File: src/rtl/core/sc2a_pkg.sv
// ----------------------------------------------------------------------------
// sc2a_pkg
// Shared types, constants and the set-1 make code lookup for the scancode
// to ASCII character FIFO.
// ----------------------------------------------------------------------------
package sc2a_pkg;

  localparam int FifoDepth = 128;
  localparam int PtrW      = $clog2(FifoDepth);
  localparam int CharW     = 7;
  localparam int CodeW     = 8;

  typedef logic [PtrW-1:0]  ptr_t;
  typedef logic [CharW-1:0] char_t;
  typedef logic [CodeW-1:0] code_t;

  localparam logic ModeScan = 1'b0;
  localparam logic ModeRead = 1'b1;

  typedef enum logic {
    ST_IDLE,
    ST_READ
  } state_t;

  // Advance a ring pointer, wrapping at the last slot.
  function automatic ptr_t next_slot(input ptr_t p);
    next_slot = (p == ptr_t'(FifoDepth - 1)) ? '0 : ptr_t'(p + 1'b1);
  endfunction

  // US layout, set-1 make codes. Releases, unmapped and out-of-range codes
  // all land on the default arm and give zero.
  function automatic char_t key_to_ascii(input code_t code);
    char_t c;
    case (code)
      8'h01: c = 7'h1b;
      8'h02: c = 7'h31;
      8'h03: c = 7'h32;
      8'h04: c = 7'h33;
      8'h05: c = 7'h34;
      8'h06: c = 7'h35;
      8'h07: c = 7'h36;
      8'h08: c = 7'h37;
      8'h09: c = 7'h38;
      8'h0a: c = 7'h39;
      8'h0b: c = 7'h30;
      8'h0c: c = 7'h2d;
      8'h0d: c = 7'h3d;
      8'h0e: c = 7'h08;
      8'h0f: c = 7'h09;
      8'h10: c = 7'h71;
      8'h11: c = 7'h77;
      8'h12: c = 7'h65;
      8'h13: c = 7'h72;
      8'h14: c = 7'h74;
      8'h15: c = 7'h79;
      8'h16: c = 7'h75;
      8'h17: c = 7'h69;
      8'h18: c = 7'h6f;
      8'h19: c = 7'h70;
      8'h1a: c = 7'h5b;
      8'h1b: c = 7'h5d;
      8'h1c: c = 7'h0a;
      8'h1e: c = 7'h61;
      8'h1f: c = 7'h73;
      8'h20: c = 7'h64;
      8'h21: c = 7'h66;
      8'h22: c = 7'h67;
      8'h23: c = 7'h68;
      8'h24: c = 7'h6a;
      8'h25: c = 7'h6b;
      8'h26: c = 7'h6c;
      8'h27: c = 7'h3b;
      8'h28: c = 7'h27;
      8'h29: c = 7'h60;
      8'h2b: c = 7'h5c;
      8'h2c: c = 7'h7a;
      8'h2d: c = 7'h78;
      8'h2e: c = 7'h63;
      8'h2f: c = 7'h76;
      8'h30: c = 7'h62;
      8'h31: c = 7'h6e;
      8'h32: c = 7'h6d;
      8'h33: c = 7'h2c;
      8'h34: c = 7'h2e;
      8'h35: c = 7'h2f;
      8'h37: c = 7'h2a;
      8'h39: c = 7'h20;
      8'h47: c = 7'h37;
      8'h48: c = 7'h38;
      8'h49: c = 7'h39;
      8'h4a: c = 7'h2d;
      8'h4b: c = 7'h34;
      8'h4c: c = 7'h35;
      8'h4d: c = 7'h36;
      8'h4e: c = 7'h2b;
      8'h4f: c = 7'h31;
      8'h50: c = 7'h32;
      8'h51: c = 7'h33;
      8'h52: c = 7'h30;
      8'h53: c = 7'h2e;
      default: c = '0;
    endcase
    key_to_ascii = c;
  endfunction

endpackage

File: src/rtl/core/sc2a_ram.sv
// ----------------------------------------------------------------------------
// sc2a_ram
// Generic single-write, single-read synchronous RAM with registered read.
// ----------------------------------------------------------------------------
module sc2a_ram #(
  parameter int Width = 8,
  parameter int Depth = 16
) (
  input  logic                     clk,
  input  logic                     wr_en,
  input  logic [$clog2(Depth)-1:0] wr_addr,
  input  logic [Width-1:0]         wr_data,
  input  logic                     rd_en,
  input  logic [$clog2(Depth)-1:0] rd_addr,
  output logic [Width-1:0]         rd_data
);

  logic [Width-1:0] mem [Depth];

  always_ff @(posedge clk) begin
    if (wr_en) begin
      mem[wr_addr] <= wr_data;
    end
    if (rd_en) begin
      rd_data <= mem[rd_addr];
    end
  end

endmodule

File: src/rtl/core/scancode_to_ascii_fifo_unit.sv
// ----------------------------------------------------------------------------
// scancode_to_ascii_fifo_unit
// Set-1 scancode translator feeding a character ring buffer.
// ----------------------------------------------------------------------------
// Input channel (in_valid/in_ready) carries mode and scancode. With mode 0
// the scancode is translated; a nonzero character is pushed into the ring,
// releases and unmapped keys are dropped, and so is a character that arrives
// while the ring holds FifoDepth - 1 entries. A scancode item gives no output
// item.
// With mode 1 one character is popped and returned on the output channel
// (out_valid/out_ready) as character and buffer_empty. An empty ring answers
// with character 0 and buffer_empty 1, straight from the idle state. A pop of a
// non-empty ring goes through ST_READ, where the registered read data of the
// character RAM is loaded into the output register; in_ready is low in ST_READ.
// Results sit in an output register. Input is taken while that register is
// free or being emptied in the same cycle, so a stalled receiver holds at
// most one result and then stalls the input side.
// Reset clears both ring pointers (ring empty) and out_valid but not the
// payload or the RAM contents; no RAM entry is read before being written.
// ----------------------------------------------------------------------------
module scancode_to_ascii_fifo_unit (
  input  logic                clk,
  input  logic                rst,
  input  logic                in_valid,
  output logic                in_ready,
  input  logic                mode,
  input  sc2a_pkg::code_t     scancode,
  output logic                out_valid,
  input  logic                out_ready,
  output sc2a_pkg::char_t     character,
  output logic                buffer_empty
);

  import sc2a_pkg::*;

  state_t state, state_next;
  ptr_t   wr_ptr, wr_ptr_next;
  ptr_t   rd_ptr, rd_ptr_next;
  ptr_t   wr_ptr_inc, rd_ptr_inc;
  char_t  push_char;
  char_t  rd_data;
  logic   accept;
  logic   is_empty, is_full;
  logic   do_push;
  logic   ram_rd_en;
  logic   load_empty, load_data;
  logic   out_valid_next;

  // Take input only in the idle cycle, and only when the result slot frees up.
  assign in_ready   = (state == ST_IDLE) & (~out_valid | out_ready);
  assign accept     = in_valid & in_ready;
  assign push_char  = key_to_ascii(scancode);
  assign wr_ptr_inc = next_slot(wr_ptr);
  assign rd_ptr_inc = next_slot(rd_ptr);
  assign is_empty   = (wr_ptr == rd_ptr);
  assign is_full    = (wr_ptr_inc == rd_ptr);
  assign do_push    = accept & (mode == ModeScan) & (push_char != '0) & ~is_full;

  sc2a_ram #(
    .Width (CharW),
    .Depth (FifoDepth)
  ) u_char_ram (
    .clk     (clk),
    .wr_en   (do_push),
    .wr_addr (wr_ptr),
    .wr_data (push_char),
    .rd_en   (ram_rd_en),
    .rd_addr (rd_ptr),
    .rd_data (rd_data)
  );

  // Next state
  always_comb begin
    state_next = state;
    case (state)
      ST_IDLE: begin
        if (accept && mode == ModeRead && !is_empty) begin
          state_next = ST_READ;
        end
      end
      ST_READ: state_next = ST_IDLE;
      default: state_next = ST_IDLE;
    endcase
  end

  // Outputs
  always_comb begin
    ram_rd_en  = 1'b0;
    load_empty = 1'b0;
    load_data  = 1'b0;
    case (state)
      ST_IDLE: begin
        ram_rd_en  = accept & (mode == ModeRead) & ~is_empty;
        load_empty = accept & (mode == ModeRead) & is_empty;
      end
      ST_READ: load_data = 1'b1;
      default: ;
    endcase
  end

  always_comb begin
    wr_ptr_next    = do_push ? wr_ptr_inc : wr_ptr;
    rd_ptr_next    = load_data ? rd_ptr_inc : rd_ptr;
    out_valid_next = out_valid & ~out_ready;
    if (load_empty || load_data) begin
      out_valid_next = 1'b1;
    end
  end

  always_ff @(posedge clk) begin
    if (rst) begin
      state     <= ST_IDLE;
      wr_ptr    <= '0;
      rd_ptr    <= '0;
      out_valid <= 1'b0;
    end else begin
      state     <= state_next;
      wr_ptr    <= wr_ptr_next;
      rd_ptr    <= rd_ptr_next;
      out_valid <= out_valid_next;
    end
  end

  // Hold the result payload until it is replaced by a new one.
  always_ff @(posedge clk) begin
    if (load_empty) begin
      character    <= '0;
      buffer_empty <= 1'b1;
    end else if (load_data) begin
      character    <= rd_data;
      buffer_empty <= 1'b0;
    end
  end

  // The output register must be free whenever RAM data lands.
  a_read_slot_free: assert property (@(posedge clk) disable iff (rst)
    state == ST_READ |-> !out_valid)
    else $error("RAM data arrived while output register was occupied");

  // A pop of a non-empty ring goes to the data cycle next.
  a_pop_enters_read: assert property (@(posedge clk) disable iff (rst)
    (accept && mode == ModeRead && !is_empty) |=> state == ST_READ)
    else $error("pop did not enter read cycle");

  // The data cycle advances the read pointer by one slot.
  a_rd_ptr_advance: assert property (@(posedge clk) disable iff (rst)
    state == ST_READ |=> rd_ptr == $past(rd_ptr_inc))
    else $error("read pointer did not advance after pop");

  // A push into a full ring leaves the write pointer alone.
  a_full_drop: assert property (@(posedge clk) disable iff (rst)
    (accept && mode == ModeScan && is_full) |=> $stable(wr_ptr))
    else $error("write pointer moved while ring was full");

  // Empty answers carry a zero character.
  a_empty_zero: assert property (@(posedge clk) disable iff (rst)
    (out_valid && buffer_empty) |-> character == '0)
    else $error("empty result with nonzero character");

endmodule

File: config.mk
export PLATFORM = sky130hd
export DESIGN_NAME = scancode_to_ascii_fifo_unit
export DESIGN_NICKNAME = d
export VERILOG_FILES = /design/src/rtl/core/sc2a_pkg.sv /design/src/rtl/core/sc2a_ram.sv /design/src/rtl/core/scancode_to_ascii_fifo_unit.sv
export SDC_FILE = /design/constraint.sdc
export NUM_CORES = 1
export LEC_CHECK = 0
export ABC_CLOCK_PERIOD_IN_PS = 10350
export BUFFER_PORTS_ARGS = -buffer_cell sky130_fd_sc_hd__buf_2
export CORE_MARGIN = 1.5
export CORE_UTILIZATION = 30
export DETAILED_ROUTE_END_ITERATION = 8
export PLACE_DENSITY = 0.44
export SKIP_CTS_REPAIR_TIMING = 1
export SYNTH_ARGS = -nofsm -noshare
export SYNTH_HDL_FRONTEND = slang
export SYNTH_HIERARCHICAL = 1
export SYNTH_SLANG_ARGS = --single-unit
File: constraint.sdc
create_clock -name clk -period 10.35 [get_ports clk]
set_input_delay 2.07 -clock clk [delete_from_list [all_inputs] [get_ports clk]]
set_output_delay 2.07 -clock clk [all_outputs]
set_load 0.01 [all_outputs]
==> metrics <==
status=finished clean; gp weighted congestion=0.813; Pre-Repair DR Iteration Count=6; CP endpoint kind=flop; area post-placement=between 30000 and 40000 um^2; Sink Count=between 900 and 1000; CTS root buf=clkbuf_16; post-route setup slack=3.49 ns; maximum operating frequency=about 0.15 GHz; number of synthesized flops with an enable pin=903; async set or reset register ratio after synthesis=0%; Yosys top cell area share=72.8%; footprint of the multi-input gates=a little over 9000 um^2; Ys Warns=6; Distinct cells, synth=67; Storage cell area=about 28000 um^2; CORE AREA=about 120000 um^2; final setup fails=0; vias=roughly 18000; leading area contributor after synthesis=edfxtp_1; Peak supply drop=around 0.13 mV; Final period util=66.3%; Post-synth top flop=edfxtp_1; num ports=23; Post-DP HPWL=roughly 57000 um; mapped cell area=37200 um^2; Tot GR Track Use=15.0%; final setup TNS=0 ns; # DRC=0; Fillers=around 11000; final wirelength=about 94000 um; most common cell in the netlist=edfxtp_1; wire per inst=approximately 27 um; Initial Util=between 30% and 40%; die footprint=about 130000 um^2; Initial DRC Count=1951; clock buffer depth=3; Worst Tran Pin Value=around 1.1 ns; RSZ-0062 raised after global routing=false; Die H=around 360 um; clk_skew=0.0223 ns; Syn Nets=between 1500 and 2000; Avg Synthesized Cell Area=roughly 21 um^2; number of port buffers=22; post-route ant nets=0; Clk Latency, worst-skew pair=roughly 0.67 ns; Final Hold Vio Count=0; pin count of the biggest net entering global routing=~160; Reg clk slew, reported paths=roughly 0.060 ns; sequential fraction of the synthesis area=74.1%; post-layout net count=1840; CTS tree=yes; gr ovfl total=0; LEAKAGE=between 10 and 15 nW; max-slew violations=0; Crit path required time=about 11 ns; CP Launch Type=input pin; Pwr Density=between 150 and 200 nW/um^2; synthesized flop and latch total=927; Final Cell Area=42600 um^2; synth cell count leaders=edfxtp_1, mux4_2, nor2_1; cts bufs inserted=101; Vias/cell=between 5 and 6; critical path arrival=roughly 7.2 ns; Place WS=approximately 2.7 ns; Site Rows=approximately 130; slew margin rel.=28.0%; Mapped Cells=about 1700; Pwr Total=7.95 mW; Die Wd=approximately 360 um; Crit Path Max Fanout=70; Worst Setup Path Type=in -> reg; vias in the first global route=between 15000 and 20000; share of cells above drive strength 1=around 28%; Area contributors post-synth=edfxtp_1, mux4_2, nor2_1; H-tree depth=3; worst min path class=reg -> reg; first-pass GRT wire length=around 140000 um; number of max-cap violations=0; initial antenna violation count=9; minimum clock period=just under 7 ns; Area Overhead vs Synth=14.3%
==> through the flow <==
step / std cells / hold slack (ns) / util [%]
after floorplan: 1749 / 0.457 / -
after global placement: 3347 / 0.466 / 31.8
final: 3537 / 0.476 / 34.5
after global routing: 3535 / 0.513 / 34.5
after detailed placement: 3347 / 0.474 / 31.8
after CTS: 3535 / 0.488 / 34.5
==> cell usage in the layout, fill, tap and decap left out, types with 4 or more instances in the layout <==
| master | n |
|---|---|
| nor3_1 | 13 |
| clkinv_8 | 5 |
| or3_1 | 5 |
| a21oi_1 | 16 |
| buf_4 | 35 |
| mux2i_1 | 16 |
| mux4_2 | 295 |
| clkinv_1 | 24 |
| nand3_1 | 27 |
| o21ai_0 | 10 |
| nor2b_1 | 18 |
| dfxtp_1 | 20 |
| clkbuf_1 | 15 |
| xor2_1 | 6 |
| a2111oi_4 | 4 |
| mux2_1 | 4 |
| ha_1 | 14 |
| xnor2_1 | 8 |
| nand2_1 | 29 |
| clkinv_4 | 4 |
| nand2b_1 | 13 |
| inv_1 | 12 |
| buf_2 | 22 |
| edfxtp_1 | 903 |
| clkinv_2 | 20 |
| dfxtp_4 | 4 |
| bufinv_16 | 8 |
| clkinvlp_4 | 6 |
| a211oi_1 | 4 |
| nand4_1 | 6 |
| clkbuf_16 | 102 |
| nor2_1 | 159 |
| mux2_2 | 7 |
==> final cells by class <==
class	instances	area share, %
Antenna cell	2	0.0118
Clock buffer	117	6.13
Clock inverter	71	1.52
Inverter	14	0.129
Multi-Input combinational cell	710	21.6
Sequential cell	927	64.8
Tap cell	1637	4.81
Timing Repair Buffer	59	0.970
==> cell families (layout without fill, tap and decap cells) <==
family / after synthesis / count (layout) / synth area share [%]
AO/OA/AOI/OAI: 74 / 74 / 1.59
adder cells (fa/ha/maj): 14 / 14 / 0.470
XOR/XNOR: 14 / 14 / 0.329
multiplexers: 322 / 322 / 18.6
flip-flops: 927 / 927 / 74.1
other: 0 / 2 / 0
buffers and inverters: 112 / 261 / 1.47
AND/OR/NAND/NOR: 286 / 286 / 3.45
==> state kept, by name, summed over array words and instances (netlist names) <==
| register | count |
|---|---|
| u_char_ram/mem | 896 |
| character | 7 |
| state | 1 |
| wr_ptr | 7 |
| buffer_empty | 1 |
| out_valid | 1 |
| u_char_ram/rd_data | 7 |
| rd_ptr | 7 |
==> critical path, stage by stage <==
cell and delay, ns:
buf_2 0.25, inv_1 0.18, ha_1 0.38, inv_1 0.07, mux4_2 0.48, o2111a_1 0.28
a2111oi_4 0.28, buf_4 0.67, nor4_2 0.05, buf_4 0.20, a21oi_4 0.30, nor2b_1 0.33
nand3_2 0.72, nor2_1 0.81
==> where the power goes <==
group,switching [mW],internal [mW]
Clock,1.50,2.02
Sequential,0.00794,4.16
Combinational,0.193,0.0727
==> metal layers <==
| layer | up-vias | global-route usage, % | wire, um |
|---|---|---|---|
| met5 | - | 0 | 0 |
| met2 | 486 | 23.4 | 44300 |
| li1 | 7461 | - | - |
| met1 | 9729 | 22.3 | 44000 |
| met3 | 118 | 2.17 | 4220 |
| met4 | 0 | 3.38 | 1770 |
==> worst paths after layout <==
| kind | start | to | slack (ns) | depth (start not counted) |
|---|---|---|---|---|
| setup / recovery | scancode[1] | u_char_ram/mem[118][4]$_DFFE_PP_ | 3.49 | 14 |
| hold / removal | buffer_empty$_SDFFE_PP1P_ | buffer_empty$_SDFFE_PP1P_ | 0.48 | 2 |
| setup reg to reg | wr_ptr[1]$_SDFFE_PP0P_ | u_char_ram/mem[118][4]$_DFFE_PP_ | 5.56 | 10 |
| hold reg to reg | buffer_empty$_SDFFE_PP1P_ | buffer_empty$_SDFFE_PP1P_ | 0.48 | 2 |
No activity file was read; power rests on OpenSTA's default activity.
